### src/design/c8ie_pkg.sv
// ----------------------------------------------------------------------------
// c8ie_pkg
// Shared constants, state encoding and controller/datapath bundles for the
// chip8 instruction executor.
// ----------------------------------------------------------------------------
package c8ie_pkg;

  localparam int unsigned MemBytes   = 4096;
  localparam int unsigned LoadAddr   = 512;
  localparam int unsigned StackDepth = 16;
  localparam int unsigned ScreenW    = 64;
  localparam int unsigned ScreenH    = 32;

  localparam int unsigned AddrW   = $clog2(MemBytes);
  localparam int unsigned SpW     = $clog2(StackDepth + 1);
  localparam int unsigned SpIdxW  = (StackDepth > 1) ? $clog2(StackDepth) : 1;
  localparam int unsigned VidIdxW = $clog2(ScreenW * ScreenH / 8);
  localparam int unsigned VidBytes = ScreenW * ScreenH / 8;

  // step modes
  typedef enum logic [1:0] {
    MODE_WRITE = 2'd0,
    MODE_EXEC  = 2'd1,
    MODE_VREAD = 2'd2,
    MODE_NOP   = 2'd3
  } mode_e;

  // result codes
  typedef enum logic [1:0] {
    ST_DONE    = 2'd0,
    ST_UNKNOWN = 2'd1,
    ST_HALTED  = 2'd2,
    ST_STACK   = 2'd3
  } status_e;

  // opcode groups and fixed words
  localparam logic [15:0] OP_CLS = 16'h00E0;
  localparam logic [15:0] OP_RET = 16'h00EE;

  localparam logic [3:0] GRP_SYS   = 4'h0;
  localparam logic [3:0] GRP_JP    = 4'h1;
  localparam logic [3:0] GRP_CALL  = 4'h2;
  localparam logic [3:0] GRP_SEI   = 4'h3;
  localparam logic [3:0] GRP_SNEI  = 4'h4;
  localparam logic [3:0] GRP_SER   = 4'h5;
  localparam logic [3:0] GRP_LDI   = 4'h6;
  localparam logic [3:0] GRP_ADDI  = 4'h7;
  localparam logic [3:0] GRP_ALU   = 4'h8;
  localparam logic [3:0] GRP_SNER  = 4'h9;
  localparam logic [3:0] GRP_LDIDX = 4'hA;
  localparam logic [3:0] GRP_RND   = 4'hC;
  localparam logic [3:0] GRP_DRAW  = 4'hD;

  localparam logic [3:0] ALU_MOV  = 4'h0;
  localparam logic [3:0] ALU_OR   = 4'h1;
  localparam logic [3:0] ALU_AND  = 4'h2;
  localparam logic [3:0] ALU_XOR  = 4'h3;
  localparam logic [3:0] ALU_ADD  = 4'h4;
  localparam logic [3:0] ALU_SUB  = 4'h5;
  localparam logic [3:0] ALU_SHR  = 4'h6;
  localparam logic [3:0] ALU_SUBN = 4'h7;
  localparam logic [3:0] ALU_SHL  = 4'hE;

  typedef enum logic [3:0] {
    S_IDLE,
    S_WRMEM,
    S_VREAD,
    S_VWAIT,
    S_FETCH_HI,
    S_FETCH_LO,
    S_FETCH_W,
    S_RD_X,
    S_RD_Y,
    S_EXEC,
    S_DR_ROW,
    S_DR_WA,
    S_DR_RB,
    S_DR_WB,
    S_DR_END,
    S_DONE
  } state_e;

  // controller to datapath
  typedef struct packed {
    logic capture;
    logic mem_wr;
    logic rd_pc;
    logic rd_pc1;
    logic cap_hi;
    logic cap_lo;
    logic ld_vx;
    logic ld_vy;
    logic exec;
    logic set_halt;
    logic vid_cap;
    logic dr_rd_a;
    logic dr_wr_a;
    logic dr_rd_b;
    logic dr_wr_b;
    logic dr_next;
    logic dr_end;
    logic load_out;
  } cmd_t;

  // datapath to controller
  typedef struct packed {
    logic halt;
    logic is_draw;
    logic row_done;
    logic need_b;
  } stat_t;

endpackage

### src/design/c8ie_ctrl.sv
// ----------------------------------------------------------------------------
// c8ie_ctrl
// Sequencer for one step: memory write, video read, empty step, or fetch/
// decode/execute with the sprite drawing row loop, plus the output handshake.
// ----------------------------------------------------------------------------
module c8ie_ctrl
  import c8ie_pkg::*;
(
  input  logic               clk_i,
  input  logic               rst_ni,
  input  logic               s_tvalid_i,
  input  logic [1:0]         s_mode_i,
  output logic               s_tready_o,
  output logic               m_tvalid_o,
  input  logic               m_tready_i,
  input  c8ie_pkg::stat_t    stat_i,
  output c8ie_pkg::cmd_t     cmd_o
);

  state_e state_q, state_d;
  logic   out_valid_q, out_valid_d;
  logic   accept;

  assign s_tready_o = (state_q == S_IDLE);
  assign accept     = s_tvalid_i && s_tready_o;
  assign m_tvalid_o = out_valid_q;

  // next state
  always_comb begin
    state_d = state_q;
    unique case (state_q)
      S_IDLE: begin
        if (accept) begin
          unique case (mode_e'(s_mode_i))
            MODE_WRITE: state_d = S_WRMEM;
            MODE_EXEC:  state_d = S_FETCH_HI;
            MODE_VREAD: state_d = S_VREAD;
            default:    state_d = S_DONE;
          endcase
        end
      end
      S_WRMEM:    state_d = S_DONE;
      S_VREAD:    state_d = S_VWAIT;
      S_VWAIT:    state_d = S_DONE;
      S_FETCH_HI: state_d = stat_i.halt ? S_DONE : S_FETCH_LO;
      S_FETCH_LO: state_d = S_FETCH_W;
      S_FETCH_W:  state_d = S_RD_X;
      S_RD_X:     state_d = S_RD_Y;
      S_RD_Y:     state_d = S_EXEC;
      S_EXEC:     state_d = stat_i.is_draw ? S_DR_ROW : S_DONE;
      S_DR_ROW:   state_d = stat_i.row_done ? S_DR_END : S_DR_WA;
      S_DR_WA:    state_d = stat_i.need_b ? S_DR_RB : S_DR_ROW;
      S_DR_RB:    state_d = S_DR_WB;
      S_DR_WB:    state_d = S_DR_ROW;
      S_DR_END:   state_d = S_DONE;
      S_DONE:     if (!out_valid_q || m_tready_i) state_d = S_IDLE;
      default:    state_d = S_IDLE;
    endcase
  end

  // command outputs
  always_comb begin
    cmd_o = '0;
    unique case (state_q)
      S_IDLE:     cmd_o.capture = accept;
      S_WRMEM:    cmd_o.mem_wr = 1'b1;
      S_VREAD:    cmd_o.dr_rd_a = 1'b0;
      S_VWAIT:    cmd_o.vid_cap = 1'b1;
      S_FETCH_HI: begin
        cmd_o.set_halt = stat_i.halt;
        cmd_o.rd_pc    = 1'b1;
      end
      S_FETCH_LO: begin
        cmd_o.cap_hi = 1'b1;
        cmd_o.rd_pc1 = 1'b1;
      end
      S_FETCH_W:  cmd_o.cap_lo = 1'b1;
      S_RD_X:     cmd_o.ld_vx = 1'b1;
      S_RD_Y:     cmd_o.ld_vy = 1'b1;
      S_EXEC:     cmd_o.exec = 1'b1;
      S_DR_ROW:   cmd_o.dr_rd_a = 1'b1;
      S_DR_WA: begin
        cmd_o.dr_wr_a = 1'b1;
        cmd_o.dr_next = !stat_i.need_b;
      end
      S_DR_RB:    cmd_o.dr_rd_b = 1'b1;
      S_DR_WB: begin
        cmd_o.dr_wr_b = 1'b1;
        cmd_o.dr_next = 1'b1;
      end
      S_DR_END:   cmd_o.dr_end = 1'b1;
      S_DONE:     cmd_o.load_out = !out_valid_q || m_tready_i;
      default:    cmd_o = '0;
    endcase
  end

  // output item valid
  always_comb begin
    out_valid_d = out_valid_q;
    if (out_valid_q && m_tready_i) out_valid_d = 1'b0;
    if (cmd_o.load_out) out_valid_d = 1'b1;
  end

  always_ff @(posedge clk_i or negedge rst_ni) begin
    if (!rst_ni) begin
      state_q     <= S_IDLE;
      out_valid_q <= 1'b0;
    end else begin
      state_q     <= state_d;
      out_valid_q <= out_valid_d;
    end
  end

endmodule

### config.mk
export PLATFORM = sky130hd
export DESIGN_NAME = c8ie_ctrl
export DESIGN_NICKNAME = d
export VERILOG_FILES = /design/src/design/c8ie_pkg.sv /design/src/design/c8ie_ctrl.sv
export SDC_FILE = /design/constraint.sdc
export NUM_CORES = 1
export LEC_CHECK = 0
export BUFFER_PORTS_ARGS = -buffer_cell sky130_fd_sc_hd__buf_2
export CELL_PAD_IN_SITES_DETAIL_PLACEMENT = 0
export CELL_PAD_IN_SITES_GLOBAL_PLACEMENT = 1
export CORE_MARGIN = 2
export CORE_UTILIZATION = 28
export CTS_BUF_LIST = sky130_fd_sc_hd__clkbuf_4
export CTS_CLUSTER_DIAMETER = 40
export DETAILED_ROUTE_END_ITERATION = 16
export HOLD_SLACK_MARGIN = 0.12
export PLACE_DENSITY = 0.88
export SETUP_SLACK_MARGIN = 0.05
export SYNTH_ARGS = -nofsm -noshare
export SYNTH_HDL_FRONTEND = slang
export SYNTH_SLANG_ARGS = --single-unit
### constraint.sdc
create_clock -name clk_i -period 1.1 [get_ports clk_i]
set_input_delay 0.165 -clock clk_i [delete_from_list [all_inputs] [get_ports clk_i]]
set_output_delay 0.165 -clock clk_i [all_outputs]
set_load 0.005 [all_outputs]
# ---- Word level (Yosys, flattened, before mapping)
# Cells that the tools add are included.
dict set report op_classes {
  n_addsub 0
  mul 0
  n_div 0
  n_lt_le_gt_ge 0
  n_eq_ne 19
  n_shift 0
  muxes 27
  bitwise 0
  reduce_logical 10
}
# cell n
set op_table {}
lappend op_table {{4-bit case mux with 14 select lines} 1}
lappend op_table {{4-bit equality test, second input constant} 8}
lappend op_table {{1-bit 2-to-1 mux} 17}
lappend op_table {{4-bit by 3-bit equality test with 1-bit output, second input constant} 4}
lappend op_table {{4-bit 2-to-1 mux} 3}
lappend op_table {{4-bit case mux with 3 select lines} 1}
lappend op_table {{3-bit 2-to-1 mux} 3}
lappend op_table {{4-bit by 2-bit equality test with 1-bit output, second input constant} 2}
lappend op_table {{4-bit by 1-bit equality test with 1-bit output, second input constant} 1}
lappend op_table {{4-bit logical NOT} 1}
lappend op_table {{3-bit OR reduction} 1}
lappend op_table {{2-bit by 1-bit equality test with 1-bit output, second input constant} 1}
lappend op_table {{2-bit equality test, second input constant} 1}
lappend op_table {{1-bit logical AND} 2}
lappend op_table {{1-bit logical NOT} 2}
lappend op_table {{2-bit logical NOT} 1}
lappend op_table {{2-bit 2-to-1 mux} 1}
lappend op_table {{2-bit by 1-bit != test with 1-bit output, second input constant} 1}
lappend op_table {{2-bit != test, second input constant} 1}
lappend op_table {{1-bit case mux with 2 select lines} 1}
lappend op_table {{2-bit AND reduction} 1}
lappend op_table {{2-bit nonzero test} 1}
lappend op_table {{1-bit logical OR} 1}
dict set report word_totals {
  register_bits 5
  latchBits 0
  mem_bits_rw 0
  mem_bits_ro 0
  memories 0
}

# ---- Logic depth before layout (Yosys ltp)
# Gate-level depths: netlist (run 1).
dict set report logic_depth {
  word_depth 4
  mapped_depth 5
  mapped_depth_nobuf 5
}

# ---- Worst setup path after synthesis (run 1)
# Ideal clock, no wire load.
dict set report synth_timing {
  path_kind {register -> register}
  start {register state_q[1]}
  end {register state_q[1]}
  setup_time_ns 0.120
  t_arrival_ns 1.059
  slack_ns -0.079
  path_stages_with_launch 5
  n_path_buf 1
  path_cell_list {dfrtp_1 -> buf_6 -> nor4_4 -> nand2_1 -> a31o_1}
}
dict set report synth_via {
  elab_chain_cells 4
  word_cells_on_any_way 22
  classes_between {eq/ne: 17; mux: 1; reduce/logical: 4}
}
# element line
set synth_rtl {}
lappend synth_rtl {{start, declared} c8ie_ctrl.sv:20} ;# state_e state_q, state_d;
lappend synth_rtl {{start signal, assigned} c8ie_ctrl.sv:109} ;# state_q <= state_d;
lappend synth_rtl {{4-bit logical NOT *} c8ie_ctrl.sv:24} ;# assign s_tready_o = (state_q == S_IDLE);
lappend synth_rtl {{net s_tready_o} c8ie_ctrl.sv:13} ;# output logic s_tready_o,
lappend synth_rtl {{1-bit logical AND} c8ie_ctrl.sv:25} ;# assign accept = s_tvalid_i && s_tready_o;
lappend synth_rtl {{2-bit by 1-bit != test with 1-bit output (no source line)} -}
lappend synth_rtl {{2-bit AND reduction (no source line)} -}
# The timed path passes the listed nets; every way through them passes the cells marked *.
# A chain may end at the register's enable or synchronous reset.

==> flow_summary.ini, run 1 <==
[placement]
place_congestion = 0.7506
portBuffers = 29
detailed_place.area_um2 = 860.8
hpwl_mm = 1.295
placedCellCount = 142
pre_cts_ws_ns = -0.1892

[synth]
syn_nets = 92
synth_area_leaders = dfrtp_1 21%, nor2_1 6.9%, ha_1 6.3%, nand2b_1 5.3%, buf_4 5.0%
yosysTopAreaCell = dfrtp_1
synth_warnings = 0
ys_ff_latch = 5
synth_top_area_share_pct = 21.01
syn_avg_cell_area_um2 = 7.539
synth_cell_types = 32
yosysSeqAreaShare_pct = 21.01
postSynthCellCount = 79
syn_area_um2 = 595.6

[finish]
drive_above_1_share_pct = 66.67
layout_commonest_cell = buf_2
n_antenna_cell = 0
layout.nets = 152
layout_common_cells = 29 x buf_2, 18 x buf_6, 15 x buf_4
fin_cells = 165
design_area_um2 = 1200
area_delta_synth_final_pct = 101.5

[timing]
maxSlewViolCount = 0
finClkSkew_ns = 0.0002502
max_freq_mhz = 673.7
slew_headroom_pct = 84.19
post-route-period-util_pct = 134.9
setup_viol = 24
final_hold_viol_count = 0
holdWs_ns = 0.2790
rsz0062_at_grt = yes
fin_crit_ns = 1.484
max_slew.worst_pin.slew_ns = 0.2354
setup_slack_ns = -0.3843

[worst_setup_path]
crit_path_max_incr_delay_ns = 0.47
r2r_end = state_q[2]
path_max_fanout = 5
worstRegToRegCells = 6
criticalPathCategory = register to output pin
crit_path_start_kind = register
rrSetupSlack_ns = -0.32
path_delay_family = flip-flops
r2r_start = state_q[1]
crit_chain = buf_6 -> buf_4 -> nor3_4 -> buf_2
cp_num_buf_inv = 3
cp_slowest_cell = dfrtp_2
critPathArrivalTime_ns = 1.32
cp.required_ns = 0.94
crit_path_end_kind = output pin

[clock_tree]
clkLatencyLatePin_ns = 0.23
clk_path_buf_depth = 2
cts_tree = done
htree_levels = 1
cts_root_buf = clkbuf_4
cts.sinks = 5
cts_buffers = 3
clk_pin_slew_worst_paths_ns = 0.04

[detailed_routing]
ant_nets = 0
routedWlPerCell_um = 13.33
via_per_inst = 4.788
drt-initial-drc-count = 8
drc = 0
wl_mm = 2.199
vias = 790
drt_pre_antenna_iters = 4

[pwr]
finalPower_mw = 3.306
peakVddDrop_uv = 1214
powerDensity_nw_per_um2 = 2755
power_leakage_nw = 0.6007

[floorplanning]
start_util_pct = 30.05
ios = 30
dieArea_um2 = 2512
placementRows = 16
die_width_um = 50.12
die_y_um = 50.12
core_area_um2 = 1982

[global_routing]
antenna_found_initial = 0
grt_pass1_vias = 806
use_met3_pct = 3.939
grt_pass1_wl_mm = 3.470
use_met1_pct = 17.84
grt_overflow_total = 0
gr-usage-all-layers_pct = 18.08
grt_max_degree = 8
use_met2_pct = 33.11
busiest_layer = met2

[run_status]
violations = setup timing
outcome = finished with violations

[worst_hold_path]
min-delay-path-class = input pin to asynchronous set/reset pin

[run]
cap_violations = 0
worst max path at each step:
stage | from | slack (ns) | end | depth (start not counted)
6_report | state_q[3] | -0.38 | cmd_o[7] | 4
3_3_place_gp | state_q[1] | -0.16 | cmd_o[17] | 4
2_1_floorplan | state_q[0] | -0.05 | state_q[1] | 3
4_1_cts | state_q[0] | -0.34 | cmd_o[7] | 5
3_5_place_dp | state_q[1] | -0.19 | cmd_o[17] | 4
5_1_grt | state_q[3] | -0.43 | cmd_o[7] | 4
sequential cells by signal (all words and copies together) (netlist names):
signal      flops
state_q         4
m_tvalid_o      1
repair_timing:
| item | CTS | global route |
|---|---|---|
| cloned | 0 | 0 |
| endpoints found under the setup margin | 23 | 24 |
| hold buffers | 1 | 0 |
| pin swaps | 13 | 5 |
| buffers inserted | 16 | 6 |
| endpoints found under the hold margin | 5 | 0 |
| gates resized for setup | 29 | 14 |
worst reg2reg max path: cells and delay by family, from the launching register on:
kind	cells	cell delay, ns
flops	1	0.45
buf+inv	3	0.39
compound gates	1	0.32
simple gates	2	0.14
report_power, final:
part           total [mW]  switching, mW  internal, mW
clock network       0.230         0.0683         0.161
logic                2.60           1.15          1.45
registers           0.479          0.186         0.292
total                3.31           1.41          1.90
layer usage:
layer | up-vias | share of wire (%)
met4 | 0 | 1.6
li1 | 385 | -
met2 | 19 | 57
met3 | 4 | 3.2
met1 | 382 | 38
met5 | - | 0
layout make-up:
| type | count | area (µm²) |
|---|---|---|
| inverter | 3 | 11.26 |
| timing repair buffer | 63 | 470.5 |
| fill | 147 | 782.0 |
| multi-input combinational | 63 | 524.3 |
| tap | 27 | 33.78 |
| clock buffer | 4 | 30.03 |
| sequential | 5 | 130.1 |
cells by family after synthesis:
kind of cell | count (synthesis) | synth area share (%)
XOR/XNOR | 1 | 1.471
buffers and inverters | 11 | 12.39
AND/OR/NAND/NOR | 41 | 37.82
adder cells (fa/ha/maj) | 3 | 6.303
AO/OA/AOI/OAI | 18 | 21.01
flip-flops | 5 | 21.01
cell usage after synthesis:
library cell   n
buf_4          4
o31a_1         1
or2b_1         1
nor3_1         4
nor3_2         1
nor2b_1        2
nor4_4         1
o21ai_1        2
a22o_1         1
inv_1          3
nor2_1        11
a21oi_1        3
o21ai_0        3
nand3_1        1
a31o_1         2
nand3b_1       1
ha_1           3
nand2_1        8
nand4_1        1
xnor2_1        1
o32ai_2        1
dfrtp_1        5
nand2b_1       5
or2_0          1
a21boi_0       2
a31oi_1        1
o22ai_1        2
buf_6          2
buf_2          2
nor3b_1        1
and2_1         2
nor2_2         1
per-stage QoR:
step / util (%) / setup TNS [ns]
final: 60.54 / -6.540
after global routing: 60.54 / -7.974
after CTS: 56.50 / -6.416
after detailed placement: 43.43 / -2.305
after global placement: 43.43 / -1.970
after floorplan: - / -0.2175
Note: power is estimated with default switching activity, not from simulation.
==> run 2: changes to the inputs <==
CAP_MARGIN = 10   (was not set)
RECOVER_POWER = 100   (was not set)
==> run 2 against run 1 <==
Compared with the run above:
- the flow still finishes with violations (setup timing)
- global-route usage unchanged
- sequential share of layout area hardly changed
- critical path depth stayed put
- setup slack about the same
- routed wire length about the same
- worst hold slack improved by 0.019 ns
- clock skew about the same
- largest cell class unchanged
- register-to-register slack about the same
- largest power group unchanged
==> flow_summary.ini, run 2 (synthesis results as in run 1) <==
[detailed_routing]
wl_mm = 2.198
drc = 0
via_per_inst = 4.788
drt_pre_antenna_iters = 4
routedWlPerCell_um = 13.32
dr_wl_met3_um = 71
wl_met1_um = 843
drt-initial-drc-count = 8
ant_nets = 0
vias = 790
routed.top_layer = met4
dr_wl_met2_mm = 1.246

[clock_tree]
clk_pin_slew_worst_paths_ns = 0.04
htree_levels = 1
cts_root_buf = clkbuf_4
clk_path_buf_depth = 2
clkLatencyLatePin_ns = 0.23
cts_tree = done
cts_buffers = 3
cts.sinks = 5

[worst_hold_path]
hold_start = m_tready_i
min-delay-path-class = input pin to register

[floorplanning]
start_util_pct = 30.05
core_area_um2 = 1982
placementRows = 16
die_y_um = 50.12
dieArea_um2 = 2512
die_width_um = 50.12
ios = 30

[global_routing]
grt_max_degree = 8
gr-usage-all-layers_pct = 18.08
antenna_found_initial = 0
grt_overflow_total = 0
grt_pass1_wl_mm = 3.470
grt_pass1_vias = 806

[timing]
post-route-period-util_pct = 134.9
slew_headroom_pct = 81.63
final_hold_viol_count = 0
max_freq_mhz = 673.7
fin_crit_ns = 1.484
setup_slack_ns = -0.3843
setup_viol = 24
finClkSkew_ns = 0.0002462
maxSlewViolCount = 0
holdWs_ns = 0.2984
max_slew.worst_pin.slew_ns = 0.2755
rsz0062_at_grt = yes

[finish]
layout.nets = 152
drive_above_1_share_pct = 65.94
n_antenna_cell = 0
layout_common_cells = 28 x buf_2, 18 x buf_6, 15 x buf_4
area_delta_synth_final_pct = 101.3
largest-register = state_q
largest_reg_flops = 4
multi_input_area_um2 = 524.3
layout_commonest_cell = buf_2
regArea_um2 = 130.1
fin_cells = 165
fill_cells = 148

[worst_setup_path]
crit_chain = buf_6 -> buf_4 -> nor3_4 -> buf_2
path_max_fanout = 5
r2r_start = state_q[1]
crit_path_max_incr_delay_ns = 0.47
criticalPathCategory = register to output pin
cp.required_ns = 0.94
critPathArrivalTime_ns = 1.32
crit_path_end_kind = output pin
crit_start = state_q[3]
crit_path_start_kind = register
cp_slowest_cell = dfrtp_2

[placement]
hpwl_mm = 1.295
place_congestion = 0.7506
portBuffers = 29
placedCellCount = 142

[pwr]
p_clk_share_pct = 6.9
power_frac_comb_pct = 78.6
seqPwrFrac_pct = 14.5
p_sw_mw = 1.406
power_leakage_nw = 0.5980
powerDensity_nw_per_um2 = 2757
peakVddDrop_uv = 1213
swShare_pct = 42.55
finalPower_mw = 3.305
p_int_mw = 1.899

[run_status]
violations = setup timing
outcome = finished with violations

[run]
cap_violations = 0
[run 2: cell types whose count changed in the layout (fill, tap and decap cells not counted)]
cell and delta:
buf_2 -1, clkbuf_1 +1
[run 2: path summary, 6_finish.rpt]
check | endpoint | slack (ns) | cells after the start
max reg2reg | state_q[2] | -0.32 | 6
min reg2reg | m_tvalid_o | 0.57 | 2
max | cmd_o[7] | -0.38 | 4
max in group asynchronous | state_q[2] | 0.55 | 2
min | m_tvalid_o | 0.30 | 3
min in group asynchronous | m_tvalid_o | 0.32 | 2
[run 2: cell type report]
class                           instances  share of cell area, %
Inverter                                3                 0.9395
Tap cell                               27                  2.818
Sequential cell                         5                  10.86
Multi-Input combinational cell         63                  43.74
Timing Repair Buffer                   63                  39.14
Clock buffer                            4                  2.505
[run 2: repair_timing]
action / 4_1_cts / 5_1_grt
setup buffers: 16 / 6
hold endpoints to repair: 5 / 0
hold buffers: 1 / 0
pin swaps: 13 / 5
resized for setup: 29 / 14
endpoints found under the setup margin: 23 / 24
[run 2: critical path: cells and delay by family, from the launching register on]
kind / cells / cell delay [ns]
flops: 1 / 0.47
buf+inv: 3 / 0.43
simple gates: 1 / 0.18
[run 2: stage by stage]
stage | area [µm²] | setup WS [ns] | utilization, % | TNS (ns)
2_1_floorplan | 648.1 | -0.05381 | - | -0.2175
3_3_place_gp | 860.8 | -0.1649 | 43.43 | -1.970
3_5_place_dp | 860.8 | -0.1892 | 43.43 | -2.305
4_1_cts | 1120 | -0.3430 | 56.50 | -6.416
5_1_grt | 1199 | -0.4259 | 60.48 | -7.974
6_report | 1199 | -0.3843 | 60.48 | -6.540
[run 2: routing by layer]
| metal | GRT usage [%] | vias to the layer above |
|---|---|---|
| li1 | - | 385 |
| met1 | 17.84 | 382 |
| met2 | 33.11 | 19 |
| met3 | 3.939 | 4 |
| met4 | 12.04 | 0 |
| met5 | 0 | - |
[run 2: power groups by stage]
| stage | combinational (mW) | clock, mW | sequential (mW) |
|---|---|---|---|
| 6_report | 2.60 | 0.230 | 0.479 |
| 5_1_grt | 2.77 | 0.246 | 0.499 |
| 4_1_cts | 2.25 | 0.234 | 0.460 |
| 3_5_place_dp | 1.57 | 0 | 0.456 |
| 3_3_place_gp | 1.54 | 0 | 0.448 |
| 2_1_floorplan | 1.16 | 0 | 0.372 |
